$ cat src/hw/rtl/awp_pkg.sv
// ----------------------------------------------------------------------------
// awp_pkg
// shared types and constants of the affine inverse warp core
// ----------------------------------------------------------------------------
`default_nettype none

package awp_pkg;

   // defaults for the top level parameters
   localparam int MAX_WIDTH_DEF  = 512;
   localparam int MAX_HEIGHT_DEF = 512;
   localparam int FRAC_BITS_DEF  = 16;

   // fixed field widths
   localparam int COEF_W = 32;
   localparam int DIM_W  = 10;
   localparam int POS_W  = 9;
   localparam int CHAN_W = 8;
   localparam int PIX_W  = 3 * CHAN_W;
   localparam int PROD_W = COEF_W + POS_W;     // coef times unsigned position
   localparam int SUM_W  = PROD_W + 3;         // two products plus offset, with margin

   // configuration port
   localparam int CSR_IDX_W  = 3;
   localparam int CSR_DATA_W = COEF_W;

   // queue between front and back
   localparam int QUEUE_DEPTH = 4;
   localparam int QPTR_W      = $clog2(QUEUE_DEPTH);
   localparam int QCNT_W      = $clog2(QUEUE_DEPTH + 1);

   typedef enum logic [CSR_IDX_W-1:0] {
      REG_COEF_XX  = 3'd0,
      REG_COEF_XY  = 3'd1,
      REG_OFFSET_X = 3'd2,
      REG_COEF_YX  = 3'd3,
      REG_COEF_YY  = 3'd4,
      REG_OFFSET_Y = 3'd5,
      REG_WIDTH    = 3'd6,
      REG_HEIGHT   = 3'd7
   } awp_reg_type;

   typedef enum logic {
      KIND_LOAD = 1'b0,
      KIND_WARP = 1'b1
   } awp_kind_type;

   typedef struct packed {
      awp_kind_type      kind;
      logic [POS_W-1:0]  pos_x;
      logic [POS_W-1:0]  pos_y;
      logic [CHAN_W-1:0] in_blue;
      logic [CHAN_W-1:0] in_green;
      logic [CHAN_W-1:0] in_red;
   } awp_req_type;

   typedef struct packed {
      logic [CHAN_W-1:0] out_blue;
      logic [CHAN_W-1:0] out_green;
      logic [CHAN_W-1:0] out_red;
      logic              inside_res;
   } awp_rsp_type;

   typedef struct packed {
      logic signed [COEF_W-1:0] coef_xx;
      logic signed [COEF_W-1:0] coef_xy;
      logic signed [COEF_W-1:0] offset_x;
      logic signed [COEF_W-1:0] coef_yx;
      logic signed [COEF_W-1:0] coef_yy;
      logic signed [COEF_W-1:0] offset_y;
      logic [DIM_W-1:0]         frame_width;
      logic [DIM_W-1:0]         frame_height;
   } awp_cfg_type;

   // one classified item on its way from front to back
   typedef struct packed {
      awp_kind_type             kind;
      logic                     store_en;
      logic [POS_W-1:0]         pos_x;
      logic [POS_W-1:0]         pos_y;
      logic [PIX_W-1:0]         pixel;
      logic signed [PROD_W-1:0] prod_xx;
      logic signed [PROD_W-1:0] prod_xy;
      logic signed [PROD_W-1:0] prod_yx;
      logic signed [PROD_W-1:0] prod_yy;
   } awp_entry_type;

   typedef struct packed {
      logic empty;
      logic nearly_full;
      logic full;
   } awp_qstat_type;

endpackage

`default_nettype wire

$ cat src/hw/rtl/awp_front.sv
// ----------------------------------------------------------------------------
// awp_front
// takes items, classifies loads and warps, forms the matrix products
// ----------------------------------------------------------------------------
`default_nettype none

module awp_front #(
   parameter int MAX_WIDTH  = awp_pkg::MAX_WIDTH_DEF,
   parameter int MAX_HEIGHT = awp_pkg::MAX_HEIGHT_DEF
) (
   input  wire logic                  clock,
   input  wire logic                  reset,
   input  wire logic                  accept,
   input  wire awp_pkg::awp_req_type  req,
   input  wire awp_pkg::awp_cfg_type  cfg,
   output      logic                  push,
   output      awp_pkg::awp_entry_type push_entry
);

   logic                              valid_ff;
   awp_pkg::awp_entry_type            entry_ff;
   awp_pkg::awp_entry_type            entry_in;
   logic signed [awp_pkg::POS_W:0]    x_s;
   logic signed [awp_pkg::POS_W:0]    y_s;
   logic signed [awp_pkg::PROD_W:0]   prod_xx;
   logic signed [awp_pkg::PROD_W:0]   prod_xy;
   logic signed [awp_pkg::PROD_W:0]   prod_yx;
   logic signed [awp_pkg::PROD_W:0]   prod_yy;
   logic                              is_warp;

   assign x_s     = $signed({1'b0, req.pos_x});
   assign y_s     = $signed({1'b0, req.pos_y});
   assign is_warp = (req.kind == awp_pkg::KIND_WARP);

   assign prod_xx = cfg.coef_xx * x_s;
   assign prod_xy = cfg.coef_xy * y_s;
   assign prod_yx = cfg.coef_yx * x_s;
   assign prod_yy = cfg.coef_yy * y_s;

   always_comb begin
      entry_in          = '0;
      entry_in.kind     = req.kind;
      entry_in.pos_x    = req.pos_x;
      entry_in.pos_y    = req.pos_y;
      entry_in.pixel    = {req.in_red, req.in_green, req.in_blue};
      // loads outside the store are dropped
      entry_in.store_en = !is_warp && (32'(req.pos_x) < 32'(MAX_WIDTH))
                          && (32'(req.pos_y) < 32'(MAX_HEIGHT));
      if (is_warp) begin
         entry_in.prod_xx = prod_xx[awp_pkg::PROD_W-1:0];
         entry_in.prod_xy = prod_xy[awp_pkg::PROD_W-1:0];
         entry_in.prod_yx = prod_yx[awp_pkg::PROD_W-1:0];
         entry_in.prod_yy = prod_yy[awp_pkg::PROD_W-1:0];
      end
   end

   always_ff @(posedge clock) begin
      if (reset) begin
         valid_ff <= 1'b0;
      end else begin
         valid_ff <= accept;
      end
   end

   always_ff @(posedge clock) begin
      if (accept) begin
         entry_ff <= entry_in;
      end
   end

   assign push       = valid_ff;
   assign push_entry = entry_ff;

endmodule

`default_nettype wire

$ cat config.mk
export PLATFORM = sky130hd
export DESIGN_NAME = awp_front
export DESIGN_NICKNAME = d
export VERILOG_FILES = /design/src/hw/rtl/awp_pkg.sv /design/src/hw/rtl/awp_front.sv
export SDC_FILE = /design/constraint.sdc
export NUM_CORES = 2
export LEC_CHECK = 0
export BUFFER_PORTS_ARGS = -buffer_cell sky130_fd_sc_hd__buf_2
export CAP_MARGIN = 20
export CORE_MARGIN = 2
export CORE_UTILIZATION = 25
export CTS_CLUSTER_SIZE = 14
export DETAILED_ROUTE_END_ITERATION = 12
export HOLD_SLACK_MARGIN = 0.05
export SLEW_MARGIN = 20
export SYNTH_ARGS = -nofsm -noshare
export SYNTH_HDL_FRONTEND = slang
export SYNTH_SLANG_ARGS = --single-unit
$ cat constraint.sdc
create_clock -name clock -period 7 [get_ports clock]
set_input_delay 0 -clock clock [delete_from_list [all_inputs] [get_ports clock]]
set_output_delay 0 -clock clock [all_outputs]
set_load 0.02 [all_outputs]
==> reports/qor.csv <==
stage,metric,value,unit
setup_path,CP top delay family,adder cells,
setup_path,CP max-delay cell,a2111oi_0,
floorplan,Die H,436,um
synth,"FF+latch count, synth",209,
cts,cts repair resizes,0,
detailed_routing,ANT nets after route,0,
final_layout,fillers,19760,
cts,Num CTS Buffers,30,
floorplan,Starting Density,25.2,%
placed_design,number of instances in the placed design,7776,
power,maximum vdd drop,286,uV
synth,Yosys top cell area share,39.6,%
global_routing,maximum number of pins on one net before global-route repair,103,
synth,syn nets,6631,
setup_path,Critical Path Fanout Max,32,
cts,clock buffer depth,3,
synth,largest area contributor in the netlist,fa_1,
placed_design,hpwl dp,106,mm
synth,Mapped Area,46700,um^2
detailed_routing,drt pass-1 iters,6,
power,Leak,0.0268,uW
final_layout,nets,6927,
setup_path,"slowest stage delay, CP",0.80,ns
detailed_routing,DR vias,35076,
placed_design,DP Area,51300,um^2
detailed_routing,# DRC,0,
setup_path,WP data arrival,6.83,ns
timing,fin crit share,91.0,%
global_routing,initial antenna violation count,33,
timing,final worst path period need,6.37,ns
final_layout,fin area,53000,um^2
cts,Post CTS Setup Buffer Count,0,
floorplan,die width,436,um
synth,Post-synth EDFFs,208,
setup_path,Buffers & Inverters on Critical Path,6,
timing,final setup margin,0.632,ns
synth,cell count after synthesis,5105,
synth,"Seq/Total Area, Yosys",13.4,%
global_routing,overall routing resource usage,13.8,%
setup_path,Most Frequent Cell on Critical Path,fa_1,
outcome,status,finished clean,
synth,ys flop type,edfxtp_1,
detailed_routing,final wirelength,131,mm
synth,async set-reset flop share out of synthesis,0,%
power,total power,26000,uW
synth,syn_area_per_cell,9.14,um^2
detailed_routing,Initial DRC Count,2014,
cts,root buf cell,clkbuf_16,
cts,clock slew seen by the registers of the worst setup and hold paths,0.06,ns
placed_design,Placement Setup Slack,0.371,ns
detailed_routing,average vias per placed instance,4.43,
cts,CTS tree,yes,
timing,final setup TNS,0,ns
cts,total number of H-tree levels,1,
cts,clock sinks,209,
floorplan,Rows,158,
setup_path,kind of critical path,input port to flop,
floorplan,die area,190000,um^2
synth,most common cell in the netlist,inv_1,
timing,count of final max-slew check failures,0,
timing,RSZ-0062 raised after global routing,false,
final_layout,synth-to-layout area growth,13.5,%
timing,setup violators final,0,
worst_hold_path,Hold/Removal Path Class,input port to flop,
final_layout,Non-Filler Instances,7916,
detailed_routing,wire per inst,16.6,um
placed_design,port bufs,382,
placed_design,Placer Congestion,0.872,
power,PwrDens,491,nW/um^2
floorplan,# IOs,467,
synth,synth cell count leaders,"inv_1 (1069), fa_1 (924), nand2_1 (776)",
synth,synth unique cells,76,
global_routing,vias in the first global route,37735,
flow_run,Max Cap Viol,0,
floorplan,core area,185000,um^2
timing,Final Hold Vio Count,0,
final_layout,share of cells above drive strength 1,9.55,%
global_routing,first-pass GRT wire length,209,mm
cts,hold_buf cts,72,
synth,Yosys warning count,0,
setup_path,CP Cell Sequence,dlygate4sd3_1 > buf_2 > buf_4 > nand2_1 > fa_1 > inv_1 > fa_1 > fa_1 > fa_1 > inv_1 > fa_1 > inv_1 > ha_1 > a21oi_1 > o21ai_0 > and4_1 > a2111oi_0 > a21oi_1 > o311a_1 > o21a_1 > nor3_1,
setup_path,Crit. End Element,flop,
setup_path,"Data required, critical path",7.46,ns
timing,fmax,157,MHz
timing,Rel. slew slack,24.5,%
timing,Slew @ Worst Pin,1.13,ns
synth,Synth area leaders,"fa_1 (40%), edfxtp_1 (13%), ha_1 (9.2%)",
setup_path,nature of the critical path startpoint,input port,
global_routing,GRT overflow,0,
[power by group]
group | switching [uW] | total (uW) | internal [uW]
combinational | 13100 | 21900 | 8790
sequential | 286 | 2640 | 2360
clock | 691 | 1500 | 809
[final timing paths]
check | startpoint | end | slack [ns] | cells past startpoint
setup / recovery | req[25] | push_entry[33] | 0.63 | 21
hold / removal | req[38] | push_entry[202] | 0.10 | 1
[stage by stage]
stage	hold WS, ns	util, %
6_report	0.103	28.6
2_1_floorplan	0.0716	-
3_5_place_dp	0.163	27.6
5_1_grt	0.0866	28.6
3_3_place_gp	0.154	27.6
4_1_cts	0.0551	28.5
[state kept, by name (all words and copies together), names as in the netlist]
| signal | count |
|---|---|
| push | 1 |
| push_entry | 208 |
[placed cells by master, fill, tap and decap left out, types with 97 or more instances in the layout]
cell      instances
nand2_1         776
buf_2           377
a21oi_1         137
edfxtp_1        208
and2_1          526
nor2_1          162
inv_1          1068
fa_1            924
a21o_1           97
ha_1            344
[kinds of logic (layout without fill, tap and decap cells)]
family | count (synthesis) | count (layout) | synth area share, %
other | 0 | 12 | 0
DFF | 209 | 209 | 13.4
xor gates and xnor gates | 126 | 126 | 2.36
and+or+nand+nor | 1679 | 1679 | 17.5
adders and majority gates | 1268 | 1268 | 48.9
buffers and inverters | 1327 | 1646 | 10.7
AOI/OAI and AO/OA | 468 | 468 | 6.60
muxes | 28 | 28 | 0.617
[final cells by class]
class	instances	area [um^2]	area share [%]
multi-input combinational	3569	35400	66.9
antenna	12	30.0	0.0567
inverter	1069	4020	7.59
clock inverter	21	145	0.274
clock buffer	34	787	1.49
timing repair buffer	522	3190	6.02
tap	2480	3100	5.86
sequential	209	6270	11.8
[metal layers]
layer / share of wire (%) / vias up / track usage (%) / wire (um)
li1: - / 16132 / - / -
met1: 42 / 17894 / 17.2 / 54400
met5: 0.060 / - / 0 / 79
met4: 3.1 / 16 / 4.38 / 4070
met2: 50 / 852 / 24.6 / 65900
met3: 5.1 / 182 / 1.85 / 6640
(Power assumes the default switching activity.)
