## src/hw/rtl/awp_pkg.sv

```systemverilog
// ----------------------------------------------------------------------------
// awp_pkg
// shared types and constants of the affine inverse warp core
// ----------------------------------------------------------------------------
`default_nettype none

package awp_pkg;

   // defaults for the top level parameters
   localparam int MAX_WIDTH_DEF  = 512;
   localparam int MAX_HEIGHT_DEF = 512;
   localparam int FRAC_BITS_DEF  = 16;

   // fixed field widths
   localparam int COEF_W = 32;
   localparam int DIM_W  = 10;
   localparam int POS_W  = 9;
   localparam int CHAN_W = 8;
   localparam int PIX_W  = 3 * CHAN_W;
   localparam int PROD_W = COEF_W + POS_W;     // coef times unsigned position
   localparam int SUM_W  = PROD_W + 3;         // two products plus offset, with margin

   // configuration port
   localparam int CSR_IDX_W  = 3;
   localparam int CSR_DATA_W = COEF_W;

   // queue between front and back
   localparam int QUEUE_DEPTH = 4;
   localparam int QPTR_W      = $clog2(QUEUE_DEPTH);
   localparam int QCNT_W      = $clog2(QUEUE_DEPTH + 1);

   typedef enum logic [CSR_IDX_W-1:0] {
      REG_COEF_XX  = 3'd0,
      REG_COEF_XY  = 3'd1,
      REG_OFFSET_X = 3'd2,
      REG_COEF_YX  = 3'd3,
      REG_COEF_YY  = 3'd4,
      REG_OFFSET_Y = 3'd5,
      REG_WIDTH    = 3'd6,
      REG_HEIGHT   = 3'd7
   } awp_reg_type;

   typedef enum logic {
      KIND_LOAD = 1'b0,
      KIND_WARP = 1'b1
   } awp_kind_type;

   typedef struct packed {
      awp_kind_type      kind;
      logic [POS_W-1:0]  pos_x;
      logic [POS_W-1:0]  pos_y;
      logic [CHAN_W-1:0] in_blue;
      logic [CHAN_W-1:0] in_green;
      logic [CHAN_W-1:0] in_red;
   } awp_req_type;

   typedef struct packed {
      logic [CHAN_W-1:0] out_blue;
      logic [CHAN_W-1:0] out_green;
      logic [CHAN_W-1:0] out_red;
      logic              inside_res;
   } awp_rsp_type;

   typedef struct packed {
      logic signed [COEF_W-1:0] coef_xx;
      logic signed [COEF_W-1:0] coef_xy;
      logic signed [COEF_W-1:0] offset_x;
      logic signed [COEF_W-1:0] coef_yx;
      logic signed [COEF_W-1:0] coef_yy;
      logic signed [COEF_W-1:0] offset_y;
      logic [DIM_W-1:0]         frame_width;
      logic [DIM_W-1:0]         frame_height;
   } awp_cfg_type;

   // one classified item on its way from front to back
   typedef struct packed {
      awp_kind_type             kind;
      logic                     store_en;
      logic [POS_W-1:0]         pos_x;
      logic [POS_W-1:0]         pos_y;
      logic [PIX_W-1:0]         pixel;
      logic signed [PROD_W-1:0] prod_xx;
      logic signed [PROD_W-1:0] prod_xy;
      logic signed [PROD_W-1:0] prod_yx;
      logic signed [PROD_W-1:0] prod_yy;
   } awp_entry_type;

   typedef struct packed {
      logic empty;
      logic nearly_full;
      logic full;
   } awp_qstat_type;

endpackage

`default_nettype wire

```

## src/hw/rtl/awp_queue.sv

```systemverilog
// ----------------------------------------------------------------------------
// awp_queue
// short fifo between the front and the back
// ----------------------------------------------------------------------------
`default_nettype none

module awp_queue (
   input  wire logic                   clock,
   input  wire logic                   reset,
   input  wire logic                   push,
   input  wire awp_pkg::awp_entry_type push_entry,
   input  wire logic                   pop,
   output      awp_pkg::awp_entry_type head,
   output      awp_pkg::awp_qstat_type status
);

   awp_pkg::awp_entry_type            entries_ff [awp_pkg::QUEUE_DEPTH];
   logic [awp_pkg::QPTR_W-1:0]        wr_ptr_ff;
   logic [awp_pkg::QPTR_W-1:0]        wr_ptr_in;
   logic [awp_pkg::QPTR_W-1:0]        rd_ptr_ff;
   logic [awp_pkg::QPTR_W-1:0]        rd_ptr_in;
   logic [awp_pkg::QCNT_W-1:0]        count_ff;
   logic [awp_pkg::QCNT_W-1:0]        count_in;
   logic                              do_push;
   logic                              do_pop;

   assign status.empty       = (count_ff == '0);
   assign status.full        = (count_ff == awp_pkg::QCNT_W'(awp_pkg::QUEUE_DEPTH));
   assign status.nearly_full = (count_ff >= awp_pkg::QCNT_W'(awp_pkg::QUEUE_DEPTH - 1));

   assign do_push = push && !status.full;
   assign do_pop  = pop && !status.empty;
   assign head    = entries_ff[rd_ptr_ff];

   always_comb begin
      wr_ptr_in = wr_ptr_ff;
      rd_ptr_in = rd_ptr_ff;
      count_in  = count_ff;
      if (do_push) begin
         wr_ptr_in = wr_ptr_ff + 1'b1;
      end
      if (do_pop) begin
         rd_ptr_in = rd_ptr_ff + 1'b1;
      end
      if (do_push && !do_pop) begin
         count_in = count_ff + 1'b1;
      end else if (do_pop && !do_push) begin
         count_in = count_ff - 1'b1;
      end
   end

   always_ff @(posedge clock) begin
      if (reset) begin
         wr_ptr_ff <= '0;
         rd_ptr_ff <= '0;
         count_ff  <= '0;
      end else begin
         wr_ptr_ff <= wr_ptr_in;
         rd_ptr_ff <= rd_ptr_in;
         count_ff  <= count_in;
      end
   end

   always_ff @(posedge clock) begin
      if (do_push) begin
         entries_ff[wr_ptr_ff] <= push_entry;
      end
   end

endmodule

`default_nettype wire

```

## config.mk

```make
export PLATFORM = sky130hd
export DESIGN_NAME = awp_queue
export DESIGN_NICKNAME = d
export VERILOG_FILES = /design/src/hw/rtl/awp_pkg.sv /design/src/hw/rtl/awp_queue.sv
export SDC_FILE = /design/constraint.sdc
export NUM_CORES = 1
export LEC_CHECK = 0
export ABC_AREA = 1
export BUFFER_PORTS_ARGS = -buffer_cell sky130_fd_sc_hd__buf_4
export CELL_PAD_IN_SITES_DETAIL_PLACEMENT = 1
export CELL_PAD_IN_SITES_GLOBAL_PLACEMENT = 2
export CORE_ASPECT_RATIO = 1.1
export CORE_MARGIN = 3
export CORE_UTILIZATION = 44
export DETAILED_ROUTE_END_ITERATION = 16
export PLACE_DENSITY = 0.9
export SLEW_MARGIN = 20
export SYNTH_ARGS = -nofsm -noshare
export SYNTH_HDL_FRONTEND = slang
export SYNTH_SLANG_ARGS = --single-unit
```

## constraint.sdc

```tcl
create_clock -name clock -period 15.8 [get_ports clock]
set_input_delay 0.79 -clock clock [delete_from_list [all_inputs] [get_ports clock]]
set_output_delay 0.79 -clock clock [all_outputs]
set_load 0.01 [all_outputs]
```

==> results.md <==
* Number of library cell types mapped by synthesis at 20
* Clock Tree Root: clkbuf_16
* Worst path cell trace: buf_4 -> buf_4 -> o21ai_0 -> o22ai_1 -> buf_4
* Congestion Overflow GR at 0
* Num CTS Buffers at 85
* Register area share after synthesis at approximately 80%
* Yosys reg bits at about 840
* Resize count post-CTS at 0
* Post-CTS Setup Repair Bufs at 0
* DP Wirelength at 47600 um
* Worst path buffer plus inverter count at 3
* Fin util at between 50% and 60%
* Flop pwr share at 44.7%
* TritonRoute pass-1 iters at 5
* Maximum vdd drop at roughly 0.00013 V
* Gr busiest metal: met2
* Sw Pwr at 1.86 mW
* Final worst slack at 11.18 ns
* TritonCTS clock tree: done
* Cell Pwr Density at roughly 160 nW/um^2
* Synth-to-layout area growth at 21.5%
* TNS Setup at 0 ns
* CTS max path bufs at 3
* First-pass GRT wire length at 123000 um
* WS Path Type: reg2out
* Final hold vios at 0
* Placer congestion estimate at 0.751
* Synthesized cell area at between 30000 and 40000 sq um
* Drt drc at 0
* Ys flop type: edfxtp_1
* Finish-stage setup viols at 0
* Synth Warn # at 0
* Wirelength, routed at slightly above 80000 um
* DIE AREA at between 70000 and 80000 sq um
* Worst path slowest cell: buf_4
* Syn Inst Count at 2083
* Crit. End Element: output port
* Buffers on Ports at around 420
* Place WS at 11.83 ns
* Unrepaired setup endpoints after global routing: false
* Starting Density at between 40% and 50%
* Post-layout nets at between 2000 and 3000
* Fin. max-slew vios at 0
* Hold Path Class: in2reg
* Net Sw Frac at 29.8%
* Antenna Violating Nets Remaining at 0
* Avg Inst Size Synth at 14.9 sq um
* Crit-path max cell delay at ~0.87 ns
* Number of enable flip-flop cells after synthesis at between 800 and 900
* IO Pins at 423
* Vias in the first global route at slightly above 20000
* Met1 Use GR at 25.4%
* Global Route met3 Usage at between 5 and 6%
* Clock share of power at about 30%
* Comb pwr share at around a quarter
* Core Rows at 101
* 1st-iter DRT viols at 1269
* Slew @ Worst Pin at ~1.1 ns
* Syn nets at between 2000 and 2500
* Via count at 19200
* Clock-pin transition on the worst setup and hold timing paths at roughly 0.070 ns
* Num Clock Sinks at 841
* Fmax achieved at between 200 and 250 MHz
* # H-tree levels at 3
* Max_cap viols at 0
* Critical path startpoint category: flip-flop
* Die Y at about 280 um
* CP delay by family, top: buffers and inverters
* Share of layout cells above drive strength 1 at 22.4%
* Fin crit period at about 4.6 ns
* Period utilization at between 20% and 30%
* Most used cell, CP: buf_4
* Tot GR Track Use at a little over a fifth
* Pint at approximately 4.4 mW
* Req. time, crit path at 15.01 ns
* Total power at around 6.2 mW
* Post-CTS Hold Buffers at 0
* Asr flop ratio synth at 0%
* Largest net degree at the start of global routing at roughly 240
* Initial antenna violation count at 16
* Worst-path fanout max at around 100
* DIE WIDTH at 259 um
* Worst skew pair latency at ~0.62 ns
* Core ar. at 69500 sq um
* Vias/cell at 5.50
* LEAKAGE at ~13 nW
* Rel. slew slack at between 20% and 30%
* Wirelength per Cell at about 23 um
* Status: completed
* WP data arrival at approximately 3.8 ns
* Worst Clk Skew at around 0.025 ns
* Met2 Use GR at around two fifths
[state kept, by name, summed over array words and instances, names as in the netlist, named ones only]
signal,cells
count_ff,3
entries_ff,832
rd_ptr_ff,2
wr_ptr_ff,2
[layer usage]
metal  wire length, um  up-vias
met2             43400      541
met3              5290      122
met5                27        -
met1             30300     9848
li1                  -     8685
met4              2180        4
[cells in the mapped netlist (2+ instances only)]
cell type	n	area [sq um]
nand2_1	17	63.8
nor2_1	429	1610
clkbuf_1	93	349
buf_2	22	110
inv_1	16	60.1
edfxtp_1	832	25000
clkbuf_2	2	10.0
buf_6	3	33.8
ha_1	5	62.6
dfxtp_1	9	180
o21ai_0	383	1920
o22ai_1	208	1300
o21ai_1	35	175
nand3_1	4	20.0
a21oi_1	4	20.0
buf_4	17	128
[cells by family after synthesis]
family	Yosys count	synth area share [%]
flops	841	81.0
fa+ha+maj	6	0.266
simple gates	451	5.48
compound gates	630	11.0
buf+inv	155	2.25
[cell usage in the layout (no fill, tap or decap), types with 2 or more instances in the layout]
cell        Yosys  final
o21ai_1        35     35
clkbuf_1       93     24
clkbuf_16       0     86
diode_2         0     15
nand3_1         4      4
dfxtp_1         9      7
clkinv_8        0      3
ha_1            5      5
buf_4          17    442
o21ai_0       383    383
dfxtp_4         0      2
buf_12          0      2
nor2_1        429    425
clkinv_2        0     15
clkinv_4        0      2
nand2_1        17     17
inv_8           0      2
clkinv_1        1     17
a21oi_1         4      4
edfxtp_1      832    832
inv_1          16     16
bufinv_16       0      6
clkinvlp_4      0      2
nor2_4          0      4
o22ai_1       208    208
[final cells by class]
cell class                 instances  area, sq um
fill                            6737        31800
sequential                       841        25200
multi-input combinational       1087         5230
timing repair buffer             446         3400
clock buffer                     111         2260
tap                              927         1160
clock inverter                    46          409
inverter                          18         82.6
antenna                           15         37.5
[final timing paths]
path / start / to / slack (ns) / cells after the start
min: push_entry[196] / entries_ff[0][196] / 0.37 / 1
min reg2reg: rd_ptr_ff[1] / flip-flop / 0.49 / 2
max reg2reg: count_ff[0] / entries_ff[1][64] / 12.34 / 6
max: flip-flop / head[80] / 11.18 / 5
[power by group through the flow]
stage | clock, mW | sequential (mW) | combinational (mW)
global route | 2.05 | 2.80 | 1.66
finish | 1.92 | 2.78 | 1.52
floorplan | 0 | 2.87 | 0.780
detailed placement | 0 | 2.83 | 1.54
CTS | 1.96 | 2.79 | 1.55
global placement | 0 | 2.81 | 1.48
[worst register-to-register path, cell delays in order, from the launching register on]
cell and delay [ns]:
dfxtp_1 0.42, nor2_1 0.10, nand2_1 0.15, nand2_1 0.30, nor2_4 0.20, buf_12 0.64
buf_4 1.18
[metrics by stage]
stage	instance area, sq um	hold WS [ns]	std cells
2_1_floorplan	31100	0.459	2083
6_report	37700	0.370	3491
5_1_grt	37700	0.336	3487
4_1_cts	37700	0.317	3475
3_5_place_dp	35000	0.487	3318
3_3_place_gp	35000	0.467	3318
Note: power is estimated with default switching activity, not from simulation.
